`src/sv/assert_macros.svh`:
```
// ----------------------------------------------------------------------------
// Assertion macros
// Shared concurrent assertion helpers, clocked on clk and disabled in reset.
// ----------------------------------------------------------------------------
`ifndef ASSERT_MACROS_SVH
`define ASSERT_MACROS_SVH
`ifndef NO_ASSERTIONS
// Property must hold at every clock edge outside reset.
`define RSI_ASSERT(lbl, prop, msg) \
  lbl: assert property (@(posedge clk) disable iff (!rst_n) prop) else $error(msg);
// Expression must never be true outside reset.
`define RSI_ASSERT_NEVER(lbl, expr, msg) `RSI_ASSERT(lbl, !(expr), msg)
`else
`define RSI_ASSERT(lbl, prop, msg)
`define RSI_ASSERT_NEVER(lbl, expr, msg)
`endif
`endif

```
`src/sv/rsi_pkg.sv`:
```
// ----------------------------------------------------------------------------
// Ray and sphere intersection package
// Widths, transaction types and helper functions shared by the pipeline.
// ----------------------------------------------------------------------------
package rsi_pkg;

  // Fixed point format and derived widths.
  localparam int FRAC_BITS = 16;
  localparam int DATA_W    = 32;
  localparam int RADIUS_W  = 31;
  localparam int HALF_W    = DATA_W;
  localparam int PROD_W    = 2 * DATA_W;
  localparam int WIDE_W    = 2 * PROD_W;
  localparam int ROOT_W    = PROD_W;
  localparam int REM_W     = ROOT_W + 2;
  localparam int QMAG_W    = PROD_W + 1;
  localparam int QUOT_W    = DATA_W - 1;
  localparam int NUM_W     = QMAG_W + FRAC_BITS;
  localparam int DSH_W     = QMAG_W + QUOT_W - 1;
  localparam int CMP_W     = QMAG_W + QUOT_W;

  // Pipeline depth: front end, square root, root set-up, divider, back end.
  localparam int FRONT_STAGES = 7;
  localparam int BACK_STAGES  = 3;
  localparam int LATENCY      = FRONT_STAGES + ROOT_W + 2 + QUOT_W + BACK_STAGES;

  localparam logic [RADIUS_W-1:0] RADIUS_RESET = RADIUS_W'(1) << FRAC_BITS;

  typedef logic signed [DATA_W-1:0] fix_t;

  typedef struct packed {
    fix_t t_min;
    fix_t t_max;
  } range_t;

  typedef struct packed {
    fix_t   origin_x;
    fix_t   origin_y;
    fix_t   origin_z;
    fix_t   dir_x;
    fix_t   dir_y;
    fix_t   dir_z;
    range_t rng;
  } ray_t;

  // Quadratic terms carried alongside the square root.
  typedef struct packed {
    logic              miss;
    logic              bneg;
    logic              cneg;
    logic [PROD_W-1:0] a;
    logic [PROD_W-1:0] bmag;
    logic [PROD_W-1:0] cmag;
    range_t            rng;
  } side_t;

  // One digit step of the square root.
  typedef struct packed {
    logic [WIDE_W-1:0] rad;
    logic [REM_W-1:0]  rem;
    logic [ROOT_W-1:0] root;
  } sqrt_t;

  // One bit step of a restoring divider.
  typedef struct packed {
    logic [NUM_W-1:0]  rem;
    logic [DSH_W-1:0]  dsh;
    logic [QUOT_W-1:0] q;
  } div_t;

  // Flags carried alongside the dividers.
  typedef struct packed {
    logic   miss;
    logic   qzero;
    logic   neg0;
    logic   neg1;
    logic   sat0;
    logic   sat1;
    range_t rng;
  } tail_t;

  // Magnitude of a signed value; the most negative value maps to 2^(DATA_W-1).
  function automatic logic [DATA_W-1:0] mag_of(fix_t x);
    logic [DATA_W-1:0] u;
    u = x;
    return u[DATA_W-1] ? (~u + 1'b1) : u;
  endfunction

  // Apply a sign to a magnitude and saturate positive overflow.
  function automatic fix_t to_t(logic neg, logic [DATA_W-1:0] mag);
    fix_t r;
    if (neg) begin
      r = fix_t'(~mag + 1'b1);
    end else if (mag[DATA_W-1]) begin
      r = {1'b0, {(DATA_W-1){1'b1}}};
    end else begin
      r = fix_t'(mag);
    end
    return r;
  endfunction

endpackage

```
`src/sv/rsi_div_step.sv`:
```
// ----------------------------------------------------------------------------
// Divider step
// One registered quotient bit of a restoring divider.
// ----------------------------------------------------------------------------
module rsi_div_step import rsi_pkg::*; (
  input  logic clk,
  input  div_t st_i,
  output div_t st_o
);

  logic [DSH_W:0] dif_c;
  div_t           st_nxt;
  div_t           st_r;

  // Subtract the shifted divisor where it fits, then halve it.
  always_comb begin
    dif_c      = {1'b0, DSH_W'(st_i.rem)} - {1'b0, st_i.dsh};
    st_nxt.rem = dif_c[DSH_W] ? st_i.rem : dif_c[NUM_W-1:0];
    st_nxt.dsh = st_i.dsh >> 1;
    st_nxt.q   = {st_i.q[QUOT_W-2:0], !dif_c[DSH_W]};
  end

  always_ff @(posedge clk) begin
    st_r <= st_nxt;
  end

  assign st_o = st_r;

endmodule

```
`config.mk`:
```
export PLATFORM = sky130hd
export DESIGN_NAME = rsi_div_step
export DESIGN_NICKNAME = d
export VERILOG_FILES = /design/src/sv/assert_macros.svh /design/src/sv/rsi_pkg.sv /design/src/sv/rsi_div_step.sv
export SDC_FILE = /design/constraint.sdc
export NUM_CORES = 1
export LEC_CHECK = 0
export ABC_AREA = 1
export BUFFER_PORTS_ARGS = -buffer_cell sky130_fd_sc_hd__buf_4
export CAP_MARGIN = 30
export CORE_ASPECT_RATIO = 2
export CORE_MARGIN = 1.5
export CORE_UTILIZATION = 40
export CTS_BUF_LIST = sky130_fd_sc_hd__clkbuf_16
export DETAILED_ROUTE_END_ITERATION = 8
export GPL_ROUTABILITY_DRIVEN = 0
export HOLD_SLACK_MARGIN = 0.1
export MAX_ROUTING_LAYER = met4
export SLEW_MARGIN = 5
export SYNTH_ARGS = -nofsm -noshare
export SYNTH_HDL_FRONTEND = slang
export SYNTH_SLANG_ARGS = --single-unit
```
`constraint.sdc`:
```
create_clock -name clk -period 3.6 [get_ports clk]
set_clock_uncertainty 0.15 [all_clocks]
set_input_delay 0.9 -clock clk [delete_from_list [all_inputs] [get_ports clk]]
set_output_delay 0.9 -clock clk [all_outputs]
set_load 0.02 [all_outputs]
```
==> flow_summary.toml <==
[outcome]
outcome = "complete, no violations"

[setup_path]
cp.required_ps = 3860
cp_slowest_stage_delay_ps = 450
critPathArrivalTime_ps = 3420
crit_path_start = "st_i[54]"
crit_buf_inv = 3
crit_chain = "buf_4, inv_1, ha_1, nand2_1, nor2_1, inv_1, nor2_1, nand2_1, nor2_1, nand2_1, nand3_1, nand2_1, nand2_1, nand2_1, nand3_2, nand2_1"
end_kind = "flop"
crit_type = "in -> reg"
crit_slowest_cell = "nor2_1"
worst_path_dominant_cell_family = "simple AND/OR/NAND/NOR gates"
crit_cells = 16
worstSetupStartpointType = "input pin"
critical_path_peak_fanout = 4
crit_top_cell = "nand2_1"

[sta]
setup_viol = 0
setup_tns_ps = 0
grt_setup_unrepaired = "no"
drv_slew = 0
slew-limit-headroom_pct = 53.0
final_hold_viol_count = 0
finalCriticalPeriod_ps = 3170
tightest_slew_ps = 705
setup_ws_ps = 433
clock.fmax_mhz = 316
period_share_pct = 88.0

[drt]
wl_per_cell_um = 17.1
drtIter0Drc = 721
drc = 0
drt-pass1-iter-count = 6
vias = 14700
via_per_inst = 4.76
routed_wl_um = 52800
ant_nets = 0

[synthesis]
synthesis.instances = 2179
synthDominantCellAreaShare_pct = 30.8
synth.distinct_cells = 42
syn_nets = 2469
syn_area_um2 = 13400
avgSynthCellArea_um2 = 6.15
synthTopCellsByArea = "dfxtp_1, nand2_1, inv_1"
yosysTopAreaCell = "dfxtp_1"
yosysWarnings = 0
synth_seq_cells = 206
ys_seq_area_share_pct = 30.8

[die]
start_util_pct = 40.7
rows = 94
die-width_um = 132
design.core.area_um2 = 32900
fp.dieH_um = 262
io_pins = 415
dieArea_um2 = 34700

[global_routing]
grt_pass1_wl_um = 77000
grt_usage_pct = 30.3
grt_overflow_total = 0
antenna_found_initial = 1
grt_pass1_vias = 14500
grt_max_degree = 48

[final_layout]
final_common_cell = "nand2_1"
seq_area_um2 = 4120
area_growth_syn_to_layout_pct = 33.5
mostFrequentLayoutCells = "nand2_1, inv_1, buf_4"
nets = 2926
largest_reg_flops = 206
drive_above_1_share_pct = 20.7
finalNonFillerCells = 3081
multi_input_area_um2 = 7280
num-fill-cells = 3482

[job]
drv_cap = 0

[pwr]
powerDensity_nw_per_um2 = 362
p_leak_nw = 10.1
peakVddDrop_mv = 0.421

[clock_network]
cts_tree = "done"
hold_buffers = 0
post_cts_buffers = 0
clk_pin_slew_worst_paths_ps = 70
post_cts_resized = 0
cts.path.max_buffers = 3
ctsRootBufferMaster = "clkbuf_16"
numCtsBuffers = 19
cts_max_level = 1
cts.sink_count = 206

[hold_path]
hold_depth = 1
min_path_type = "in -> reg"
worstHoldStart = "st_i[17]"

[placed_design]
io_buffers = 412
dp_hpwl_um = 45200
place_ws_ps = 115
dpl.cell_count = 3047
-- through the flow --
stage / power (W) / hold slack, ps / area, um^2 / utilization [%]
2_1_floorplan: 0.00360 / 778 / 13400 / -
3_3_place_gp: 0.00445 / 854 / 17300 / 52.5
3_5_place_dp: 0.00446 / 856 / 17300 / 52.5
4_1_cts: 0.00651 / 316 / 17900 / 54.3
5_1_grt: 0.00679 / 315 / 17900 / 54.3
6_report: 0.00647 / 326 / 17900 / 54.3
-- cell type report --
type	count	share of cell area [%]
multi-input combinational	1459	40.7
sequential	206	23.1
timing repair buffer	459	19.5
inverter	491	10.3
tap	432	3.02
clock buffer	19	2.66
clock inverter	14	0.769
antenna	1	0.0140
-- final timing paths --
path                  slack, ps   endpoint
worst max-delay path        430  st_o[199]
worst min-delay path        330   st_o[18]
-- synth_stat cells --
cell,instances
nand2_1,764
inv_1,481
dfxtp_1,206
nor2_1,172
nand3_1,83
a21oi_1,82
ha_1,81
o21ai_0,62
xor2_1,44
nand4_1,39
nand3_2,23
nor3_1,22
nand3b_1,18
o21bai_1,17
nor2_2,11
clkbuf_1,9
inv_2,9
nand2_2,9
nor4_1,6
o21ai_1,6
buf_2,5
clkbuf_2,4
buf_8,3
a21oi_2,2
nor2_4,2
o21a_1,2
xnor2_1,2
a21o_1,1
a21oi_4,1
a31oi_1,1
and2_1,1
buf_12,1
buf_4,1
clkinv_1,1
conb_1,1
fa_1,1
nand2_4,1
nand3_4,1
nor3_2,1
nor3b_2,1
or2_0,1
or2_2,1
-- report_power, final --
part / switching (W) / total, W / leakage, nW / internal, W
combinational: 0.00125 / 0.00200 / 8.09 / 0.000753
sequential: 0.0000329 / 0.00243 / 1.74 / 0.00240
clock: 0.000917 / 0.00204 / 0.305 / 0.00112
-- cells by family after synthesis --
logic type	synth area share [%]
AO/OA/AOI/OAI	7.02
XOR/XNOR	3.01
adder cells (fa/ha/maj)	7.71
buffers and inverters	14.9
flip-flops	30.8
other	0.0280
AND/OR/NAND/NOR	36.6
-- per-layer routing --
metal	GRT usage [%]	wire length, um
met5	-	0
met2	58.5	28200
met4	28.5	5720
met1	24.5	16400
met3	3.47	2530
Note: power is estimated with default switching activity, not from simulation.
