===== config.mk =====
export PLATFORM = sky130hd
export DESIGN_NAME = rsi_sqrt_step
export DESIGN_NICKNAME = d
export VERILOG_FILES = /design/src/sv/assert_macros.svh /design/src/sv/rsi_pkg.sv /design/src/sv/rsi_sqrt_step.sv
export SDC_FILE = /design/constraint.sdc
export NUM_CORES = 1
export LEC_CHECK = 0
export BUFFER_PORTS_ARGS = -buffer_cell sky130_fd_sc_hd__clkbuf_2
export CORE_AREA = 5 5 199 201
export CTS_CLUSTER_DIAMETER = 60
export CTS_CLUSTER_SIZE = 8
export DETAILED_ROUTE_END_ITERATION = 10
export DIE_AREA = 0 0 204 206
export PLACE_DENSITY = 0.51
export SLEW_MARGIN = 15
export SYNTH_ARGS = -nofsm -noshare
export SYNTH_HDL_FRONTEND = slang
export SYNTH_SLANG_ARGS = --single-unit

===== constraint.sdc =====
create_clock -name clk -period 6.2 [get_ports clk]
set_clock_uncertainty 0.2 [all_clocks]
set_input_delay 0.62 -clock clk [delete_from_list [all_inputs] [get_ports clk]]
set_output_delay 0.62 -clock clk [all_outputs]
set_load 0.05 [all_outputs]

===== src/sv/assert_macros.svh =====
// ----------------------------------------------------------------------------
// Assertion macros
// Shared concurrent assertion helpers, clocked on clk and disabled in reset.
// ----------------------------------------------------------------------------
`ifndef ASSERT_MACROS_SVH
`define ASSERT_MACROS_SVH
`ifndef NO_ASSERTIONS
// Property must hold at every clock edge outside reset.
`define RSI_ASSERT(lbl, prop, msg) \
  lbl: assert property (@(posedge clk) disable iff (!rst_n) prop) else $error(msg);
// Expression must never be true outside reset.
`define RSI_ASSERT_NEVER(lbl, expr, msg) `RSI_ASSERT(lbl, !(expr), msg)
`else
`define RSI_ASSERT(lbl, prop, msg)
`define RSI_ASSERT_NEVER(lbl, expr, msg)
`endif
`endif


===== src/sv/rsi_pkg.sv =====
// ----------------------------------------------------------------------------
// Ray and sphere intersection package
// Widths, transaction types and helper functions shared by the pipeline.
// ----------------------------------------------------------------------------
package rsi_pkg;

  // Fixed point format and derived widths.
  localparam int FRAC_BITS = 16;
  localparam int DATA_W    = 32;
  localparam int RADIUS_W  = 31;
  localparam int HALF_W    = DATA_W;
  localparam int PROD_W    = 2 * DATA_W;
  localparam int WIDE_W    = 2 * PROD_W;
  localparam int ROOT_W    = PROD_W;
  localparam int REM_W     = ROOT_W + 2;
  localparam int QMAG_W    = PROD_W + 1;
  localparam int QUOT_W    = DATA_W - 1;
  localparam int NUM_W     = QMAG_W + FRAC_BITS;
  localparam int DSH_W     = QMAG_W + QUOT_W - 1;
  localparam int CMP_W     = QMAG_W + QUOT_W;

  // Pipeline depth: front end, square root, root set-up, divider, back end.
  localparam int FRONT_STAGES = 7;
  localparam int BACK_STAGES  = 3;
  localparam int LATENCY      = FRONT_STAGES + ROOT_W + 2 + QUOT_W + BACK_STAGES;

  localparam logic [RADIUS_W-1:0] RADIUS_RESET = RADIUS_W'(1) << FRAC_BITS;

  typedef logic signed [DATA_W-1:0] fix_t;

  typedef struct packed {
    fix_t t_min;
    fix_t t_max;
  } range_t;

  typedef struct packed {
    fix_t   origin_x;
    fix_t   origin_y;
    fix_t   origin_z;
    fix_t   dir_x;
    fix_t   dir_y;
    fix_t   dir_z;
    range_t rng;
  } ray_t;

  // Quadratic terms carried alongside the square root.
  typedef struct packed {
    logic              miss;
    logic              bneg;
    logic              cneg;
    logic [PROD_W-1:0] a;
    logic [PROD_W-1:0] bmag;
    logic [PROD_W-1:0] cmag;
    range_t            rng;
  } side_t;

  // One digit step of the square root.
  typedef struct packed {
    logic [WIDE_W-1:0] rad;
    logic [REM_W-1:0]  rem;
    logic [ROOT_W-1:0] root;
  } sqrt_t;

  // One bit step of a restoring divider.
  typedef struct packed {
    logic [NUM_W-1:0]  rem;
    logic [DSH_W-1:0]  dsh;
    logic [QUOT_W-1:0] q;
  } div_t;

  // Flags carried alongside the dividers.
  typedef struct packed {
    logic   miss;
    logic   qzero;
    logic   neg0;
    logic   neg1;
    logic   sat0;
    logic   sat1;
    range_t rng;
  } tail_t;

  // Magnitude of a signed value; the most negative value maps to 2^(DATA_W-1).
  function automatic logic [DATA_W-1:0] mag_of(fix_t x);
    logic [DATA_W-1:0] u;
    u = x;
    return u[DATA_W-1] ? (~u + 1'b1) : u;
  endfunction

  // Apply a sign to a magnitude and saturate positive overflow.
  function automatic fix_t to_t(logic neg, logic [DATA_W-1:0] mag);
    fix_t r;
    if (neg) begin
      r = fix_t'(~mag + 1'b1);
    end else if (mag[DATA_W-1]) begin
      r = {1'b0, {(DATA_W-1){1'b1}}};
    end else begin
      r = fix_t'(mag);
    end
    return r;
  endfunction

endpackage


===== src/sv/rsi_sqrt_step.sv =====
// ----------------------------------------------------------------------------
// Square root step
// One registered digit of the restoring integer square root.
// ----------------------------------------------------------------------------
module rsi_sqrt_step import rsi_pkg::*; (
  input  logic  clk,
  input  sqrt_t st_i,
  output sqrt_t st_o
);

  logic [REM_W-1:0] rem_sh_c;
  logic [REM_W-1:0] trial_c;
  logic [REM_W:0]   dif_c;
  sqrt_t            st_nxt;
  sqrt_t            st_r;

  // Bring down two radicand bits and try the next root bit.
  always_comb begin
    rem_sh_c    = {st_i.rem[REM_W-3:0], st_i.rad[WIDE_W-1 -: 2]};
    trial_c     = {st_i.root, 2'b01};
    dif_c       = {1'b0, rem_sh_c} - {1'b0, trial_c};
    st_nxt.rad  = {st_i.rad[WIDE_W-3:0], 2'b00};
    st_nxt.rem  = dif_c[REM_W] ? rem_sh_c : dif_c[REM_W-1:0];
    st_nxt.root = {st_i.root[ROOT_W-2:0], !dif_c[REM_W]};
  end

  always_ff @(posedge clk) begin
    st_r <= st_nxt;
  end

  assign st_o = st_r;

endmodule


==> flow_summary.json, run 1 <==
{
  "syn_to_final_growth_pct": 60.41,
  "synthDominantCellAreaShare_pct": 51.03,
  "max-cap-violations": 0,
  "number_of_global_route_vias_before_repair": 10490,
  "worstMarginPinSlew_ns": 0.8579,
  "status": "completed",
  "fp.dieArea_um2": 42020,
  "instances_no_fill": 2282,
  "synthCells": 1055,
  "number_of_endpoints_failing_setup_at_the_final_stage": 0,
  "routed_via_density": 4.433,
  "cp_data_required_time_ns": 6.38,
  "clockRootBuffer": "sky130_fd_sc_hd__clkbuf_16",
  "track_usage_pct": 19.61,
  "synthTopCellsByArea": "sky130_fd_sc_hd__dfxtp_1 (51%), sky130_fd_sc_hd__ha_1 (8.1%), sky130_fd_sc_hd__nand2_1 (4.5%), sky130_fd_sc_hd__a21oi_1 (3.8%), sky130_fd_sc_hd__xnor2_1 (3.3%)",
  "floorplan.core_area_um2": 37400,
  "timing.setup.tns_ns": 0,
  "routed_wirelength_mm": 43.12,
  "cts_buffer_depth": 3,
  "die_height_um": 206,
  "placement.io_buffers": 512,
  "dp.cells": 2044,
  "layout_min_cycle_time_ns": 4.805,
  "cts.htree.levels": 2,
  "max_reg_flops": 256,
  "synthesis.area_um2": 10040,
  "cts-resized-gates": 0,
  "top_level_ports": 517,
  "dr_total_vias": 10120,
  "worst_ep_arrival_time_ns": 4.99,
  "initialDrtViolationCount": 409,
  "synth_cell_types": 65,
  "critPathMaxFanout": 55,
  "global_route.overflow_total": 0,
  "final_clock_period_utilization_by_the_worst_path_pct": 77.50,
  "synth.ff_latch_count": 256,
  "tritoncts": "done",
  "rsz0062_at_grt": "no",
  "leak_nw": 8.058,
  "synth_enable_flop_cells": 0,
  "cellPowerDensity_nw_per_um2": 329.6,
  "finalHoldViolCount": 0,
  "synthesis.area_per_instance_um2": 9.520,
  "synth.yosys.warnings": 0,
  "die_x_um": 204,
  "max_freq_ghz": 0.2081,
  "antenna_violating_nets_post_route": 0,
  "grt_antenna_before_repair": 6,
  "grt_pass1_wl_mm": 63.00,
  "floorplan.initialDensity_pct": 26.85,
  "hold_path_class": "in2reg",
  "post-synth-top-area-cell": "sky130_fd_sc_hd__dfxtp_1",
  "most_used_dff_post_synth": "sky130_fd_sc_hd__dfxtp_1",
  "clkTransAtPathRegs_ns": 0.05,
  "drive_above_1_share_pct": 32.99,
  "count_of_tritonroute_iterations_in_the_first_routing_pass": 5,
  "routedWlPerCell_um": 18.90,
  "synth_async_sr_flop_share_pct": 0,
  "num_rows": 71,
  "grt_start_max_net_pins": 56,
  "report.final.slew_viol_count": 0,
  "slew-limit-headroom_pct": 42.46,
  "criticalPathCategory": "in2reg",
  "cts_sinks": 256,
  "ys_seq_area_share_pct": 51.03,
  "ir_worst_vdd_uv": 193.2,
  "post-route-drc-count": 0,
  "cts-buffers-inserted": 41,
  "finalNetCount": 2083,
  "worstSetupStartpointType": "input port",
  "dpl.hpwl_mm": 34.26,
  "endpoint_kind": "flip-flop",
  "place.gp.congestion": 0.8315
}
## cell type report
| class | instances | area [um2] |
|---|---|---|
| diodes | 1 | 2.502 |
| clock buffers | 46 | 1086 |
| clock inverters | 8 | 100.1 |
| fillers | 3672 | 21290 |
| inverters | 86 | 322.8 |
| multi-input cells | 677 | 4425 |
| flip-flops and latches | 256 | 5125 |
| well taps | 511 | 639.4 |
| repair buffers | 697 | 4409 |
## layout by cell type, fill, tap and decap left out, types with 17 or more instances in the layout
master and n:
sky130_fd_sc_hd__clkbuf_2 512, sky130_fd_sc_hd__dfxtp_1 256, sky130_fd_sc_hd__dlygate4sd3_1 183, sky130_fd_sc_hd__nand2_1 120, sky130_fd_sc_hd__inv_1 85, sky130_fd_sc_hd__a21oi_1 76
sky130_fd_sc_hd__ha_1 65, sky130_fd_sc_hd__o21ai_0 58, sky130_fd_sc_hd__clkbuf_16 42, sky130_fd_sc_hd__nor2_1 39, sky130_fd_sc_hd__a21o_1 38, sky130_fd_sc_hd__o21ai_1 38
sky130_fd_sc_hd__xnor2_1 38, sky130_fd_sc_hd__xor2_1 21, sky130_fd_sc_hd__nand4_1 17
## synth_stat cells (8+ instances only)
cell,n
sky130_fd_sc_hd__nor3_1,12
sky130_fd_sc_hd__nor4_1,8
sky130_fd_sc_hd__ha_1,65
sky130_fd_sc_hd__a21oi_1,76
sky130_fd_sc_hd__nand4_1,17
sky130_fd_sc_hd__o21ai_1,38
sky130_fd_sc_hd__nand3_1,9
sky130_fd_sc_hd__clkbuf_1,22
sky130_fd_sc_hd__inv_1,85
sky130_fd_sc_hd__nand2_1,120
sky130_fd_sc_hd__nor2_1,39
sky130_fd_sc_hd__xnor2_1,38
sky130_fd_sc_hd__nor2b_1,8
sky130_fd_sc_hd__xor2_1,21
sky130_fd_sc_hd__dfxtp_1,256
sky130_fd_sc_hd__a31oi_1,12
sky130_fd_sc_hd__a21o_1,38
sky130_fd_sc_hd__o21bai_1,15
sky130_fd_sc_hd__o21ai_0,58
## logic make-up (layout without fill, tap and decap cells)
| logic type | after synthesis | after routing | synth area share [%] |
|---|---|---|---|
| compound gates | 295 | 295 | 18.46 |
| simple gates | 253 | 253 | 11.88 |
| other cells | 1 | 3 | 0.03734 |
| mux | 3 | 3 | 0.3239 |
| buf+inv | 123 | 837 | 5.021 |
| fa+ha+maj | 65 | 65 | 8.098 |
| xor+xnor | 59 | 59 | 5.145 |
| flops | 256 | 256 | 51.03 |
## critical path, stage by stage
cell                            delay, ns
sky130_fd_sc_hd__dlygate4sd3_1       0.55
sky130_fd_sc_hd__clkbuf_2            0.12
sky130_fd_sc_hd__inv_1               0.04
sky130_fd_sc_hd__ha_1                0.36
sky130_fd_sc_hd__a21oi_1             0.38
sky130_fd_sc_hd__o21ai_0             0.21
sky130_fd_sc_hd__a221oi_2            0.34
sky130_fd_sc_hd__o22ai_1             0.20
sky130_fd_sc_hd__o21ba_1             0.26
sky130_fd_sc_hd__o31ai_2             0.30
sky130_fd_sc_hd__a31oi_2             0.20
sky130_fd_sc_hd__o21ai_4             0.61
sky130_fd_sc_hd__buf_4               0.57
sky130_fd_sc_hd__o21ai_0             0.19
## power by group
part / switching (mW) / internal, mW / total (mW)
registers: 0.0377 / 1.80 / 1.83
clock network: 0.754 / 1.27 / 2.03
logic: 1.01 / 0.439 / 1.45
total: 1.80 / 3.51 / 5.31
## metrics by stage
| stage | instance area (um2) | utilization [%] | setup WS (ns) | total power [mW] | hold WS (ns) |
|---|---|---|---|---|---|
| final | 16110 | 43.08 | 1.395 | 5.310 | 0.04334 |
| after global routing | 16110 | 43.07 | 0.9841 | 5.566 | 0.009607 |
| after CTS | 16110 | 43.07 | 1.348 | 5.388 | 0.0007123 |
| after detailed placement | 13090 | 35.00 | 1.331 | 3.222 | 0.5239 |
| after global placement | 13090 | 35.00 | 1.405 | 3.219 | 0.5233 |
| after floorplan | 10050 | - | 2.795 | 2.830 | 0.4477 |
## layer usage
layer | up-vias | track usage, % | wire [um]
li1 | 5060 | - | -
met1 | 4621 | 20.90 | 16220
met2 | 338 | 36.44 | 22130
met3 | 84 | 5.398 | 2915
met4 | 12 | 8.232 | 1790
met5 | - | 0 | 69
## repair_timing
item | in CTS | in global routing
hold buffers | 183 | 0
endpoints found under the hold margin | 183 | 0
endpoints found under the setup margin | 0 | 0
setup buffers | 0 | 0
## final timing paths
| path | start | endpoint | slack (ns) | cells after the start |
|---|---|---|---|---|
| worst max-delay path | st_i[17] | st_o[79] | 1.39 | 14 |
| worst min-delay path | st_i[20] | st_o[21] | 0.04 | 1 |
Note: power is estimated with default switching activity, not from simulation.
==> run 2: changes to the inputs <==
--- a/config.mk
+++ b/config.mk
@@ -11,7 +11,7 @@
 export CTS_CLUSTER_SIZE = 8
 export DETAILED_ROUTE_END_ITERATION = 10
 export DIE_AREA = 0 0 204 206
-export PLACE_DENSITY = 0.51
+export PLACE_DENSITY = 0.53
 export SLEW_MARGIN = 15
 export SYNTH_ARGS = -nofsm -noshare
 export SYNTH_HDL_FRONTEND = slang
==> constraint.sdc (replaced) <==
create_clock -name clk -period 4.28 [get_ports clk]
set_clock_uncertainty 0.2 [all_clocks]
set_input_delay 0.428 -clock clk [delete_from_list [all_inputs] [get_ports clk]]
set_output_delay 0.428 -clock clk [all_outputs]
set_load 0.05 [all_outputs]
==> flow_summary.json, run 2 (synthesis gave the netlist of run 1 again) <==
{
  "criticalPathCategory": "in2reg",
  "initialDrtViolationCount": 444,
  "preCtsSetupSlack_ns": 0.3604,
  "fp.dieArea_um2": 42020,
  "finalHoldViolCount": 0,
  "post-route-drc-count": 0,
  "number_of_global_route_vias_before_repair": 11110,
  "cellPowerDensity_nw_per_um2": 458.1,
  "track_usage_pct": 20.02,
  "routing_layer_with_the_top_usage_in_global_route": "met2",
  "rsz0062_at_grt": "no",
  "grt_util_met1_pct": 22.27,
  "final_clock_period_utilization_by_the_worst_path_pct": 92.62,
  "timing.final.ws_setup_ns": 0.3160,
  "routed_via_density": 4.506,
  "floorplan.core_area_um2": 37400,
  "clockRootBuffer": "sky130_fd_sc_hd__clkbuf_16",
  "grt_start_max_net_pins": 76,
  "slew-limit-headroom_pct": 62.59,
  "syn_to_final_growth_pct": 68.61,
  "cts.htree.levels": 2,
  "groute.layer.met3.usage_pct": 4.802,
  "worst_ep_arrival_time_ns": 4.17,
  "routed_wirelength_mm": 44.40,
  "routedWlPerCell_um": 18.74,
  "top_level_ports": 517,
  "report.final.slew_viol_count": 0,
  "max_reg_flops": 256,
  "layout.cells.most_common_list": "sky130_fd_sc_hd__clkbuf_2 (512), sky130_fd_sc_hd__dfxtp_1 (256), sky130_fd_sc_hd__dlygate4sd3_1 (255)",
  "met2_usage_pct": 36.50,
  "worstMarginPinSlew_ns": 0.5569,
  "die_x_um": 204,
  "floorplan.initialDensity_pct": 26.85,
  "dr_total_vias": 10680,
  "mostFrequentLayoutCell": "sky130_fd_sc_hd__clkbuf_2",
  "global_route.overflow_total": 0,
  "die_height_um": 206,
  "grt_antenna_before_repair": 8,
  "cts_sinks": 256,
  "timing.critical_path.from": "st_i[19]",
  "cts_buffer_depth": 3,
  "max_freq_ghz": 0.2523,
  "cp_data_required_time_ns": 4.48,
  "dp.cells": 2056,
  "worstSetupStartpointType": "input port",
  "status": "completed",
  "placement.io_buffers": 512,
  "max-cap-violations": 0,
  "place.gp.congestion": 0.8647,
  "endpoint_kind": "flip-flop",
  "layout_min_cycle_time_ns": 3.964,
  "count_of_tritonroute_iterations_in_the_first_routing_pass": 4,
  "tritoncts": "done",
  "critical_path.endpoint": "st_o[90]",
  "dpl.hpwl_mm": 34.36,
  "hold_path_class": "in2reg",
  "drive_above_1_share_pct": 32.18,
  "antenna_violating_nets_post_route": 0,
  "grt_pass1_wl_mm": 65.07,
  "number_of_endpoints_failing_setup_at_the_final_stage": 0,
  "timing.setup.tns_ns": 0,
  "clkTransAtPathRegs_ns": 0.05,
  "num_rows": 71,
  "ir_worst_vdd_uv": 313.4,
  "cts-buffers-inserted": 41,
  "critPathMaxFanout": 75,
  "instances_no_fill": 2369,
  "finalNetCount": 2167,
  "leak_nw": 8.417
}
==> run 2: cell type report <==
cell class | count | area [um2]
antenna | 6 | 15.01
timing repair buffer | 781 | 5245
inverter | 86 | 322.8
clock buffer | 42 | 1051
clock inverter | 10 | 110.1
fill | 3584 | 20470
tap | 511 | 639.4
sequential | 256 | 5125
multi-input combinational | 677 | 4425
==> run 2: through the flow <==
step | hold WS, ns | area (um2) | util [%] | total power, mW
after floorplan | 0.2557 | 10050 | - | 4.099
after global placement | 0.3306 | 13210 | 35.31 | 4.693
after detailed placement | 0.3320 | 13210 | 35.31 | 4.701
after CTS | 0.2931 | 16920 | 45.24 | 7.868
after global routing | 0.3097 | 16930 | 45.26 | 8.109
final | 0.3339 | 16930 | 45.28 | 7.757
==> run 2: critical path: stages <==
cell                            delay, ns
sky130_fd_sc_hd__dlygate4sd3_1       0.53
sky130_fd_sc_hd__clkbuf_2            0.12
sky130_fd_sc_hd__inv_1               0.05
sky130_fd_sc_hd__ha_1                0.40
sky130_fd_sc_hd__a21oi_1             0.30
sky130_fd_sc_hd__o21ai_0             0.22
sky130_fd_sc_hd__a221oi_2            0.43
sky130_fd_sc_hd__o22ai_1             0.19
sky130_fd_sc_hd__o21ba_1             0.25
sky130_fd_sc_hd__o31ai_2             0.28
sky130_fd_sc_hd__a31oi_2             0.19
sky130_fd_sc_hd__o21ai_4             0.27
sky130_fd_sc_hd__buf_12              0.29
sky130_fd_sc_hd__o21ai_0             0.16
==> run 2: power by group <==
group	internal, mW	switching [mW]
sequential	2.60	0.0601
combinational	0.698	1.49
clock	1.80	1.10
==> run 2: worst min path at each step <==
stage,to,start,cells past startpoint,slack (ns)
3_3_place_gp,st_o[202],st_i[200],1,0.33
2_1_floorplan,st_o[10],st_i[9],0,0.26
5_1_grt,st_o[152],st_i[150],2,0.31
4_1_cts,st_o[157],st_i[155],2,0.29
6_report,st_o[203],st_i[201],2,0.33
3_5_place_dp,st_o[158],st_i[156],1,0.33
==> run 2: metal layers <==
| metal | routed length (um) | up-vias | part of all wire (%) |
|---|---|---|---|
| met2 | 22480 | 401 | 51 |
| met1 | 17120 | 4960 | 39 |
| met4 | 1781 | 4 | 4.0 |
| li1 | - | 5227 | - |
| met5 | 27 | - | 0.061 |
| met3 | 2986 | 83 | 6.7 |
==> run 2: what timing repair did <==
action,4_1_cts,5_1_grt
hold endpoints to repair,255,0
hold buffers,255,0
gates resized for setup,0,0
setup endpoints to repair,0,0
setup buffers,0,0
==> run 3: changes to the inputs <==
--- a/config.mk
+++ b/config.mk
@@ -6,12 +6,15 @@
 export NUM_CORES = 1
 export LEC_CHECK = 0
 export BUFFER_PORTS_ARGS = -buffer_cell sky130_fd_sc_hd__clkbuf_2
-export CORE_AREA = 5 5 199 201
+export CELL_PAD_IN_SITES_DETAIL_PLACEMENT = 1
+export CELL_PAD_IN_SITES_GLOBAL_PLACEMENT = 1
+export CORE_AREA = 5 5 198 200
 export CTS_CLUSTER_DIAMETER = 60
 export CTS_CLUSTER_SIZE = 8
 export DETAILED_ROUTE_END_ITERATION = 10
-export DIE_AREA = 0 0 204 206
-export PLACE_DENSITY = 0.53
+export DIE_AREA = 0 0 203 205
+export PLACE_DENSITY = 0.7
+export REMOVE_ABC_BUFFERS = 1
 export SLEW_MARGIN = 15
 export SYNTH_ARGS = -nofsm -noshare
 export SYNTH_HDL_FRONTEND = slang
==> constraint.sdc (replaced) <==
create_clock -name clk -period 4.28 [get_ports clk]
set_clock_uncertainty 0.2 [all_clocks]
set_input_delay 0.856 -clock clk [delete_from_list [all_inputs] [get_ports clk]]
set_output_delay 0.856 -clock clk [all_outputs]
set_load 0.05 [all_outputs]
==> flow_summary.json, run 3 (synthesis gave the netlist of run 1 again) <==
{
  "num_rows": 71,
  "hold_start": "st_i[162]",
  "cp_data_required_time_ns": 4.52,
  "floorplan.core_area_um2": 37220,
  "slowest_stage_cell_crit_path": "sky130_fd_sc_hd__or4_1",
  "preCtsSetupSlack_ns": -0.07561,
  "mostFrequentLayoutCell": "sky130_fd_sc_hd__clkbuf_2",
  "global_route.overflow_total": 0,
  "hold_path_class": "in2reg",
  "floorplan.initialDensity_pct": 26.98,
  "layout.cells.most_common_list": "sky130_fd_sc_hd__clkbuf_2 (512), sky130_fd_sc_hd__dfxtp_1 (256), sky130_fd_sc_hd__nand2_1 (120)",
  "cts_buffer_depth": 3,
  "finalNetCount": 1953,
  "routed_via_density": 4.649,
  "drive_above_1_share_pct": 38.86,
  "initialDrtViolationCount": 386,
  "hold_buffers": 0,
  "syn_to_final_growth_pct": 47.12,
  "placement.io_buffers": 512,
  "multi_input_gate_area_in_the_final_layout_um2": 4425,
  "endpoint_kind": "flip-flop",
  "postCtsSetupRepairBufs": 0,
  "number_of_global_route_vias_before_repair": 10510,
  "critical_path.max_stage_delay_ns": 0.59,
  "track_usage_pct": 19.85,
  "status": "completed",
  "critPathMaxFanout": 28,
  "timing.setup.tns_ns": 0,
  "number_of_endpoints_failing_setup_at_the_final_stage": 0,
  "cts_sinks": 256,
  "worst_ep_arrival_time_ns": 4.01,
  "cts-buffers-inserted": 43,
  "rsz0062_at_grt": "no",
  "hold-path-cell-count": 1,
  "finalHoldViolCount": 0,
  "fp.dieArea_um2": 41620,
  "routed_wirelength_mm": 43.28,
  "crit_chain": "clkbuf_2 -> inv_1 -> ha_1 -> nand4_1 -> or4_1 -> or3_1 -> a311oi_2 -> buf_4 -> o31ai_2 -> a31oi_2 -> o21ai_4 -> buf_12 -> o41ai_2",
  "timing.final.ws_setup_ns": 0.5101,
  "clockRootBuffer": "sky130_fd_sc_hd__clkbuf_16",
  "ir_worst_vdd_uv": 312.3,
  "max_freq_ghz": 0.2653,
  "dp.cells": 2058,
  "max_reg_flops": 256,
  "design_power_total_mw": 7.868,
  "min_to": "st_o[164]",
  "final_clock_period_utilization_by_the_worst_path_pct": 88.08,
  "count_of_tritonroute_iterations_in_the_first_routing_pass": 4,
  "layout_min_cycle_time_ns": 3.770,
  "worstSetupStartpointType": "input port",
  "grt_pass1_wl_mm": 63.33,
  "cellPowerDensity_nw_per_um2": 532.5,
  "grt_start_max_net_pins": 29,
  "dpl.hpwl_mm": 36.34,
  "tritoncts": "done",
  "antenna_violating_nets_post_route": 0,
  "clkTransAtPathRegs_ns": 0.05,
  "top_level_ports": 517,
  "leak_nw": 7.592,
  "worstMarginPinSlew_ns": 0.5923,
  "area.sequential_um2": 5125,
  "max-cap-violations": 0,
  "cts.htree.levels": 2,
  "grt_antenna_before_repair": 14,
  "report.final.slew_viol_count": 0,
  "die_height_um": 205,
  "dr_total_vias": 9869,
  "instances_no_fill": 2123,
  "routedWlPerCell_um": 20.38,
  "place.gp.congestion": 0.8955,
  "cts-resized-gates": 0,
  "die_x_um": 203,
  "criticalPathCategory": "in2reg",
  "n_fill_cell": 4427,
  "slew-limit-headroom_pct": 60.21,
  "fin_util_pct": 39.70,
  "post-route-drc-count": 0
}
-- run 3: changes by cell type in the layout (fill, tap and decap cells not counted), moves of 2 or more --
cell and change:
sky130_fd_sc_hd__dlygate4sd3_1 -255, sky130_fd_sc_hd__buf_12 +2, sky130_fd_sc_hd__clkinv_2 -4, sky130_fd_sc_hd__buf_4 +37, sky130_fd_sc_hd__bufinv_16 +2, sky130_fd_sc_hd__clkinv_4 +2, sky130_fd_sc_hd__clkbuf_1 +3
-- run 3: cell type report --
class / instances / share of cell area (%)
antenna: 7 / 0.1186
clock buffer: 46 / 7.359
clock inverter: 12 / 1.313
inverter: 86 / 2.185
multi-input combinational: 677 / 29.95
sequential: 256 / 34.69
tap: 474 / 4.014
timing repair buffer: 565 / 20.37
-- run 3: how the worst max path moves through the flow --
stage,to,slack (ns),depth (start not counted),start
2_1_floorplan,st_o[88],-1.62,12,st_i[21]
3_3_place_gp,st_o[123],-0.03,13,st_i[39]
3_5_place_dp,st_o[111],-0.08,17,st_i[3]
4_1_cts,st_o[111],0.49,17,st_i[3]
5_1_grt,st_o[111],0.26,17,st_i[3]
6_report,st_o[123],0.51,13,st_i[40]
-- run 3: report_power, final --
part | switching [mW] | total, mW | internal [mW]
Clock | 1.15 | 3.14 | 1.99
Sequential | 0.0592 | 2.66 | 2.60
Combinational | 1.47 | 2.07 | 0.601
-- run 3: worst max-delay path, delay by kind of cell --
kind | cells | cell delay, ns
AOI/OAI and AO/OA | 5 | 1.13
adders and majority gates | 1 | 0.30
buffers and inverters | 4 | 0.54
and+or+nand+nor | 3 | 1.17
-- run 3: routing by layer --
metal	wire length (um)	track usage, %	vias up	part of all wire, %
li1	-	-	4801	-
met1	16070	20.86	4636	37
met2	22360	36.27	338	52
met3	3350	6.791	80	7.7
met4	1384	8.172	14	3.2
met5	109	0	-	0.25
-- run 3: per-stage QoR --
stage | instance area [um2] | hold WS, ns
floorplan | 9866 | 0.6837
global placement | 13480 | 0.7590
detailed placement | 13480 | 0.7604
CTS | 14760 | 0.1643
global route | 14770 | 0.1706
finish | 14780 | 0.2077
